### config.mk
export PLATFORM = sky130hd
export DESIGN_NAME = indexed_list_table
export DESIGN_NICKNAME = d
export VERILOG_FILES = /design/src/rtl/core/ilt_pkg.sv /design/src/rtl/core/indexed_list_table.sv
export SDC_FILE = /design/constraint.sdc
export NUM_CORES = 1
export LEC_CHECK = 0
export BUFFER_PORTS_ARGS = -buffer_cell sky130_fd_sc_hd__buf_2
export CAP_MARGIN = 10
export CORE_MARGIN = 2
export CORE_UTILIZATION = 45
export DETAILED_ROUTE_END_ITERATION = 6
export GPL_TIMING_DRIVEN = 1
export PLACE_DENSITY_LB_ADDON = 0.12
export SYNTH_ARGS = -nofsm -noshare
export SYNTH_HDL_FRONTEND = slang
export SYNTH_SLANG_ARGS = --single-unit
### constraint.sdc
create_clock -name clk -period 19 [get_ports clk]
set_clock_uncertainty 0.05 [all_clocks]
set_input_delay 4.75 -clock clk [delete_from_list [all_inputs] [get_ports clk]]
set_output_delay 4.75 -clock clk [all_outputs]
set_load 0.03 [all_outputs]
### src/rtl/core/ilt_pkg.sv
// ----------------------------------------------------------------------------
// ilt_pkg
// shared constants for the indexed list table: sizes, operation and status codes
// ----------------------------------------------------------------------------
`default_nettype none

package ilt_pkg;

  localparam int CAPACITY   = 16;
  localparam int DATA_WIDTH = 32;
  localparam int ADDR_W     = $clog2(CAPACITY);
  localparam int CNT_W      = $clog2(CAPACITY + 1);
  localparam int MODE_W     = 3;
  localparam int POS_W      = 5;
  localparam int FPOS_W     = 4;
  localparam int STATUS_W   = 2;
  localparam int IN_W       = 40;
  localparam int OUT_W      = 48;

  localparam logic [MODE_W-1:0] MODE_APPEND      = 3'd0;
  localparam logic [MODE_W-1:0] MODE_INSERT      = 3'd1;
  localparam logic [MODE_W-1:0] MODE_REMOVE_LAST = 3'd2;
  localparam logic [MODE_W-1:0] MODE_REMOVE_AT   = 3'd3;
  localparam logic [MODE_W-1:0] MODE_READ        = 3'd4;
  localparam logic [MODE_W-1:0] MODE_FIND        = 3'd5;

  localparam logic [STATUS_W-1:0] ST_OK    = 2'd0;
  localparam logic [STATUS_W-1:0] ST_FULL  = 2'd1;
  localparam logic [STATUS_W-1:0] ST_EMPTY = 2'd2;
  localparam logic [STATUS_W-1:0] ST_RANGE = 2'd3;

  typedef enum logic [7:0] {
    S_IDLE     = 8'b0000_0001,
    S_LOAD     = 8'b0000_0010,
    S_TAKE     = 8'b0000_0100,
    S_CMP      = 8'b0000_1000,
    S_SHIFT_RD = 8'b0001_0000,
    S_SHIFT_WR = 8'b0010_0000,
    S_PUT      = 8'b0100_0000,
    S_DONE     = 8'b1000_0000
  } state_t;

endpackage

`default_nettype wire

### src/rtl/core/indexed_list_table.sv
// ----------------------------------------------------------------------------
// indexed_list_table
// fixed-capacity ordered list with append, insert, remove, read and find
//
//   channel   dir   fields (lowest bit first)
//   s_axis    in    mode[2:0] position[7:3] value[39:8]
//   m_axis    out   data_out[31:0] found_position[35:32] found[36]
//                   status[38:37] entry_count[43:39] zero[47:44]
//
// one word at a time through a single-port entry memory with registered read
// failed checks and no-ops go straight to done; append puts the value; read and remove last
// load then take the entry; insert shifts later entries up then puts; remove at loads, takes,
// then shifts later entries down (a read and a write per entry); find compares each entry scanned
// rst clears the count and control; entry contents are not cleared
// input is taken only when idle; a held result stalls only the final step
// ----------------------------------------------------------------------------
`default_nettype none

module indexed_list_table
  import ilt_pkg::*;
(
  input  wire logic             clk,
  input  wire logic             rst,
  input  wire logic             s_tvalid,
  output logic                  s_tready,
  input  wire logic [IN_W-1:0]  s_tdata,   // mode, position, value
  output logic                  m_tvalid,
  input  wire logic             m_tready,
  output logic [OUT_W-1:0]      m_tdata    // data_out, found_position, found, status, entry_count
);

  state_t                  state;
  logic [CNT_W-1:0]        count;
  logic [CNT_W-1:0]        cur;
  logic [MODE_W-1:0]       op;
  logic [POS_W-1:0]        pos;
  logic [DATA_WIDTH-1:0]   val;

  logic [DATA_WIDTH-1:0]   res_data;
  logic                    res_found;
  logic [FPOS_W-1:0]       res_fpos;
  logic [STATUS_W-1:0]     res_status;

  logic [DATA_WIDTH-1:0]   mem [CAPACITY];
  logic [DATA_WIDTH-1:0]   rd_data;
  logic [ADDR_W-1:0]       rd_addr;
  logic                    wr_en;
  logic [DATA_WIDTH-1:0]   wr_data;

  logic [CNT_W-1:0]        nxt;
  logic                    out_free;

  logic [MODE_W-1:0]       in_mode;
  logic [POS_W-1:0]        in_pos;
  logic [DATA_WIDTH-1:0]   in_val;
  logic                    full;
  logic                    empty;

  assign in_mode = s_tdata[2:0];
  assign in_pos  = s_tdata[7:3];
  assign in_val  = s_tdata[39:8];

  assign full  = (count == CNT_W'(CAPACITY));
  assign empty = (count == '0);

  // shared step unit: down for insert, up for remove and scan
  assign nxt = (op == MODE_INSERT) ? CNT_W'(cur - 1'b1) : CNT_W'(cur + 1'b1);

  assign rd_addr  = (state == S_SHIFT_RD) ? nxt[ADDR_W-1:0] : cur[ADDR_W-1:0];
  assign wr_en    = (state == S_PUT) || (state == S_SHIFT_WR);
  assign wr_data  = (state == S_PUT) ? val : rd_data;
  assign out_free = !m_tvalid || m_tready;
  assign s_tready = (state == S_IDLE);

  always_ff @(posedge clk) begin
    if (wr_en) begin
      mem[cur[ADDR_W-1:0]] <= wr_data;
    end
    rd_data <= mem[rd_addr];
  end

  always_ff @(posedge clk) begin
    if (rst) begin
      state <= S_IDLE;
      count <= '0;
    end else begin
      unique case (state)
        S_IDLE: begin
          if (s_tvalid) begin
            op         <= in_mode;
            pos        <= in_pos;
            val        <= in_val;
            res_data   <= '0;
            res_found  <= 1'b0;
            res_fpos   <= '0;
            unique case (in_mode)
              MODE_APPEND: begin
                if (full) begin
                  res_status <= ST_FULL;
                  state      <= S_DONE;
                end else begin
                  res_status <= ST_OK;
                  cur        <= count;
                  state      <= S_PUT;
                end
              end
              MODE_INSERT: begin
                if (full) begin
                  res_status <= ST_FULL;
                  state      <= S_DONE;
                end else if (in_pos > count) begin
                  res_status <= ST_RANGE;
                  state      <= S_DONE;
                end else begin
                  res_status <= ST_OK;
                  cur        <= count;
                  state      <= (in_pos == count) ? S_PUT : S_SHIFT_RD;
                end
              end
              MODE_REMOVE_LAST: begin
                if (empty) begin
                  res_status <= ST_EMPTY;
                  state      <= S_DONE;
                end else begin
                  res_status <= ST_OK;
                  cur        <= CNT_W'(count - 1'b1);
                  state      <= S_LOAD;
                end
              end
              MODE_REMOVE_AT, MODE_READ: begin
                if (empty) begin
                  res_status <= ST_EMPTY;
                  state      <= S_DONE;
                end else if (in_pos >= count) begin
                  res_status <= ST_RANGE;
                  state      <= S_DONE;
                end else begin
                  res_status <= ST_OK;
                  cur        <= in_pos;
                  state      <= S_LOAD;
                end
              end
              MODE_FIND: begin
                res_status <= ST_OK;
                if (!empty) begin
                  cur   <= '0;
                  state <= S_LOAD;
                end else begin
                  state <= S_DONE;
                end
              end
              default: begin
                res_status <= ST_OK;
                state      <= S_DONE;
              end
            endcase
          end
        end
        S_LOAD: begin
          state <= (op == MODE_FIND) ? S_CMP : S_TAKE;
        end
        S_TAKE: begin
          res_data <= rd_data;
          if (op != MODE_READ) begin
            count <= CNT_W'(count - 1'b1);
          end
          if (op == MODE_REMOVE_AT && cur != CNT_W'(count - 1'b1)) begin
            state <= S_SHIFT_RD;
          end else begin
            state <= S_DONE;
          end
        end
        S_CMP: begin
          if (rd_data == val) begin
            res_found <= 1'b1;
            res_fpos  <= cur[FPOS_W-1:0];
            state     <= S_DONE;
          end else if (nxt == count) begin
            state <= S_DONE;
          end else begin
            cur   <= nxt;
            state <= S_LOAD;
          end
        end
        S_SHIFT_RD: begin
          state <= S_SHIFT_WR;
        end
        S_SHIFT_WR: begin
          cur <= nxt;
          if (op == MODE_INSERT) begin
            state <= (nxt == CNT_W'(pos)) ? S_PUT : S_SHIFT_RD;
          end else begin
            state <= (nxt == count) ? S_DONE : S_SHIFT_RD;
          end
        end
        S_PUT: begin
          count <= CNT_W'(count + 1'b1);
          state <= S_DONE;
        end
        S_DONE: begin
          if (out_free) begin
            state <= S_IDLE;
          end
        end
        default: begin
          state <= S_IDLE;
        end
      endcase
    end
  end

  // output word register
  always_ff @(posedge clk) begin
    if (rst) begin
      m_tvalid <= 1'b0;
    end else if (state == S_DONE && out_free) begin
      m_tvalid <= 1'b1;
    end else if (m_tready) begin
      m_tvalid <= 1'b0;
    end
  end

  always_ff @(posedge clk) begin
    if (state == S_DONE && out_free) begin
      m_tdata <= {4'b0000, count, res_status, res_found, res_fpos, res_data};
    end
  end

  a_count_bound: assert property (@(posedge clk) disable iff (rst)
    count <= CNT_W'(CAPACITY))
    else $error("entry count above capacity");

  a_no_write_idle: assert property (@(posedge clk) disable iff (rst)
    (state == S_IDLE || state == S_DONE) |-> !wr_en)
    else $error("entry write outside an operation");

  a_count_steps: assert property (@(posedge clk) disable iff (rst)
    !(state == S_PUT || state == S_TAKE) |=> $stable(count))
    else $error("count changed outside put or take");

  a_result_from_done: assert property (@(posedge clk) disable iff (rst)
    $rose(m_tvalid) |-> $past(state == S_DONE))
    else $error("result word raised outside done");

endmodule

`default_nettype wire
-- Yosys cells after proc, flatten, opt, wreduce, memory -nomap -nowiden
Memory sizes are Yosys's and may differ from the RTL's. A register that Yosys moved wholly into a read port is not among the register bits.
Index checks and enable logic that the tools add are counted.
- bits in registers: 142
- bits in writable memories: 512
- input port bits: 44
- output and inout bits: 50
- word-level logic and storage cells: 131
- memories kept: 1
- add/sub/neg operators: 4
- $lt $le $gt $ge: 2
- equality and inequality tests: 37
- muxes and demuxes: 54
- bitwise operators: 1
- reductions and logical operators: 20
- memory list (name ; depth ; width ; rd ports ; clocked after Yosys merged registers in ; write ports ; RTL line ; RTL):
    mem ; 16 ; 32 ; 1 ; 1 ; 1 ; indexed_list_table.sv:44 ; logic [DATA_WIDTH-1:0] mem [CAPACITY];
- operators with widths (cell ; count):
    8-bit 2-to-1 mux ; 13
    32-bit 2-to-1 mux ; 2
    32-bit one-hot mux with 2 select lines ; 1
    8-bit one-hot mux with 8 select lines ; 1
    5-bit 2-to-1 mux ; 12
    32-bit == test ; 1
    8-bit one-hot mux with 4 select lines ; 1
    5-bit one-hot mux with 5 select lines ; 1
    3-bit inequality test (second input constant) ; 8
    4-bit 2-to-1 mux ; 4
    5-bit == test ; 3
    5-bit one-hot mux with 3 select lines ; 1
    7-bit 2-to-1 mux ; 2
    13-bit AND reduction ; 1
    2-bit inequality test (second input constant) ; 6
    5-bit by 1-bit adder with 5-bit output (second input constant) ; 2
    2-bit 2-to-1 mux ; 5
    5-bit one-hot mux with 2 select lines ; 1
    5-bit by 1-bit subtractor with 5-bit output (second input constant) ; 2
    3-bit by 2-bit == test with 1-bit output (second input constant) ; 3
    3-bit == test (second input constant) ; 3
    8-bit by 1-bit == test with 1-bit output (second input constant) ; 1
    8-bit by 2-bit == test with 1-bit output (second input constant) ; 1
    8-bit by 3-bit == test with 1-bit output (second input constant) ; 1
    other kinds (27) ; 42

-- Logic depth before layout (Yosys ltp)
- depth in word-level cells: 7
- depth in mapped cells: 12
- mapped depth without buffers: 9

-- Worst setup path before layout
OpenSTA, ideal clock, no wires.
- path kind: input to register
- start: input m_tready
- end: register m_tdata[0] (enable)
- setup time: 0.571 ns
- arrival time: 9.458 ns
- data required time: 18.379 ns
- slack: 8.922 ns
- stages: 2
- buffers on the path: 0
- cells stage by stage: nand2b_1 -> nor4b_1
- cells in the longest elaborated chain, start to end: 2
- RTL lines (element ; RTL line ; RTL):
    start, declared ; indexed_list_table.sv:28 ; input wire logic m_tready,
    1-bit logical OR ; indexed_list_table.sv:72 ; assign out_free = !m_tvalid || m_tready;
    1-bit logical AND ; indexed_list_table.sv:224 ; if (state == S_DONE && out_free) begin
    end signal, assigned ; indexed_list_table.sv:225 ; m_tdata <= {4'b0000, count, res_status, res_found, res_fpos, res_data};
    end, declared ; indexed_list_table.sv:29 ; output logic [OUT_W-1:0] m_tdata
Every way passes these cells.
A chain may end at the register's enable or synchronous reset.

-- Worst setup path in the final report
- start: input s_tdata[6]
- end: register cur[4] (enable)
- cells in the longest elaborated chain, start to end: 3
- elaborated cells between the ends (all ways): 5
- RTL lines (element ; RTL line ; RTL):
    start, declared ; indexed_list_table.sv:26 ; input wire logic [IN_W-1:0] s_tdata,
    5-bit >= comparator or 5-bit greater-than comparator (tied branches) ; indexed_list_table.sv:134, indexed_list_table.sv:111 ;
    3-bit inequality test (no source line) ; - ;
    13-bit AND reduction (no source line) (*) ; - ;
    end signal, assigned ; indexed_list_table.sv:126 ; cur <= CNT_W'(count - 1'b1);
    end signal, assigned ; indexed_list_table.sv:139 ; cur <= in_pos;
    end signal, assigned ; indexed_list_table.sv:181 ; cur <= nxt;
    end, declared ; indexed_list_table.sv:34 ; logic [CNT_W-1:0] cur;
Mark *: on every way between the ends. The rest lies on a longest branch, timed or not.

==> metrics.md <==
| Metric | Value |
|---|---|
| Drt drc | `0` |
| Fin crit period | `slightly above 7000 ps` |
| Avg Cell Area, Syn | `roughly 14 µm²` |
| Routed Antenna Nets | `0` |
| Setup tns final | `0 ps` |
| DRT Pass-1 Iters | `6` |
| Die Wd | `~260 µm` |
| Largest net degree at the start of global routing | `between 150 and 200` |
| EDFF count, synth | `640` |
| Critical path launch point type | `primary input` |
| Post-CTS setup buffers | `0` |
| Clk pin slew, worst setup/hold paths | `~60 ps` |
| Worst endpoint data arrival time | `about 7400 ps` |
| Area growth, synth to finish | `12.93%` |
| Grt total ovfl | `0` |
| Nets@finish | `between 2000 and 2500` |
| Setup violators final | `0` |
| Data required, critical path | `roughly 19000 ps` |
| Max Clk Rate | `~140 MHz` |
| Core Rows | `92` |
| Routed wire length | `a little over 80 mm` |
| Core area | `roughly 0.063 mm²` |
| Clk_lat worst skew | `610 ps` |
| CTS sink count | `between 600 and 700` |
| Ys flop type | `edfxtp_1` |
| Post-synth top area share | `~68%` |
| DIE AREA | `approximately 0.065 mm²` |
| Iteration-0 DRC count of the detailed router | `2049` |
| Clock tree root buffer cell | `clkbuf_16` |
| Leakage power | `just over 10 nW` |
| All-Layer GR Usage | `about 25%` |
| Post-synth ARST share | `0%` |
| Vias | `approximately 18000` |
| Ant. Diodes | `0` |
| Maximum vdd drop | `about 0.058 mV` |
| Mapped cell area | `around 0.028 mm²` |
| Synth cell count leaders | `edfxtp_1, a21oi_1, nor3_1, o22ai_1, nand2_1` |
| Rel. slew slack | `1.970%` |
| Status | `complete, no violations` |
| Worst hold path type | `register to register` |
| Buffers on Ports | `just under 90` |
| Area leader, netlist | `edfxtp_1` |
| Hold Vio Cnt, Final | `0` |
| Post-CTS sizing | `0` |
| Most common cell in the synthesized netlist | `edfxtp_1` |
| H-Tree Depth | `3` |
| CTS Buf Count | `73` |
| RD Place Congestion | `~0.86` |
| I/O Pins | `94` |
| DP Wirelength | `41.95 mm` |
| Slew Limit Fails | `0` |
| Kind of critical path | `primary input to register` |
| Max-cap violations | `0` |
| RSZ-0062 raised after global routing | `no` |
| Nature of the critical path endpoint | `register` |
| Die Span Y | `255.3 µm` |
| Actual slew at the worst max-slew pin | `roughly 1500 ps` |
| CTS tree | `yes` |
| Post-synth cell types | `69` |
| Synthesized flop and latch total | `slightly below 700` |
| Number of global-route vias before repair | `17670` |
| Share of cells above drive strength 1 | `approximately 15%` |
| Initial Utilization | `a little under half` |
| Total Power | `roughly 3.3 mW` |
| Clock Path Buffers | `3` |
| Hold buffers post-CTS | `0` |
| Detail-routed net length per standard cell | `around 27 µm` |
| Tcrit/Tclk final | `a little under two fifths` |
| Synth warnings | `0` |
| Pwr Density | `101.3 mW/mm²` |
| Sequential area share after synthesis | `between 70 and 80%` |
| Worst-path fanout max | `5` |
| Top cells by area, synth | `edfxtp_1, o22ai_1, a21oi_1, nor3_1, dfxtp_1` |
| Post-DR vias/cell | `~6.1` |
| Cells after Synth | `roughly 2000` |
| Initial antenna violation count | `1` |
| Global-route wire length before repair | `between 100 and 150 mm` |
[per-layer routing]
metal	track usage, %	part of all wire (%)	vias up
li1	-	-	8114
met1	36.45	44	9210
met2	37.52	45	904
met3	5.060	9.0	133
met4	7.141	2.0	0
met5	0	0	-
[cell usage in the layout (no fill, tap or decap), types with 10 or more instances in the layout]
| cell | instances |
|---|---|
| nand4_1 | 12 |
| clkinv_2 | 15 |
| clkbuf_8 | 11 |
| mux2_2 | 47 |
| buf_4 | 39 |
| buf_2 | 89 |
| and2_1 | 38 |
| xnor2_1 | 46 |
| dfxtp_1 | 46 |
| o21ai_0 | 14 |
| mux2_1 | 18 |
| o22ai_1 | 192 |
| clkbuf_1 | 16 |
| clkbuf_16 | 74 |
| nand3_1 | 11 |
| inv_1 | 11 |
| o2111ai_1 | 64 |
| nand2_1 | 115 |
| nor2_1 | 31 |
| nor3_1 | 203 |
| mux2i_1 | 33 |
| clkinv_1 | 10 |
| a21oi_1 | 209 |
| edfxtp_1 | 640 |
| nor2_4 | 15 |
[final timing paths]
kind | endpoint | from | depth (start not counted) | slack, ps
worst max register to register | rd_data[9]$_DFF_P_ | op[1]$_DFFE_PP_ | 11 | 14510
worst min register to register | m_tdata[12]$_DFFE_PP_ | res_data[12]$_SDFFCE_PN0P_ | 0 | 360
worst max-delay path | cur[4]$_DFFE_PP_ | s_tdata[6] | 8 | 11800
worst min-delay path | m_tdata[12]$_DFFE_PP_ | res_data[12]$_SDFFCE_PN0P_ | 0 | 360
[final cells by class]
| class | instances | area, µm² |
|---|---|---|
| fillers | 5275 | 30630 |
| clock inverters | 32 | 270.3 |
| repair buffers | 132 | 818.3 |
| multi-input cells | 1185 | 7706 |
| flip-flops and latches | 686 | 20140 |
| inverters | 12 | 45.04 |
| clock buffers | 101 | 2063 |
| well taps | 846 | 1059 |
[stage by stage]
step,cells,util [%],setup slack (ps),cell area (µm²),hold slack (ps)
floorplan,2060,-,8922,28440,350.3
global placement,2861,47.45,11360,29770,353.6
detailed placement,2861,47.45,11320,29770,354.5
CTS,2994,51.17,11880,32100,363.4
global route,2994,51.17,11600,32100,370.5
finish,2994,51.17,11800,32100,364.6
[worst max-delay path, stage by stage]
cell and delay, ps:
buf_2 130, ha_1 320, a21o_1 180, a21oi_1 190, o21ai_0 270, a211oi_1 430
a31oi_1 170, nor4b_1 910
[registers in the layout, indices dropped and copies added, names as in the netlist]
register and flops:
res_found 1, state 8, rd_data 32, count 5, mem 512, res_status 2, cur 5, pos 5
res_data 32, res_fpos 4, m_tdata 44, op 3, m_tvalid 1, val 32
[logic make-up after synthesis]
group / count (synthesis) / share of synthesized area [%]
buffers and inverters: 189 / 2.852
xor gates and xnor gates: 59 / 1.967
and+or+nand+nor: 488 / 8.662
muxes: 100 / 3.865
DFF: 686 / 70.85
other: 1 / 0.01319
adders and majority gates: 9 / 0.3962
AOI/OAI and AO/OA: 525 / 11.40
[power breakdown]
group          internal [mW]  switching (mW)
registers               1.69          0.0204
clock network          0.814           0.578
logic                 0.0461           0.109
total                   2.55           0.707
Note: power is estimated with default switching activity, not from simulation.
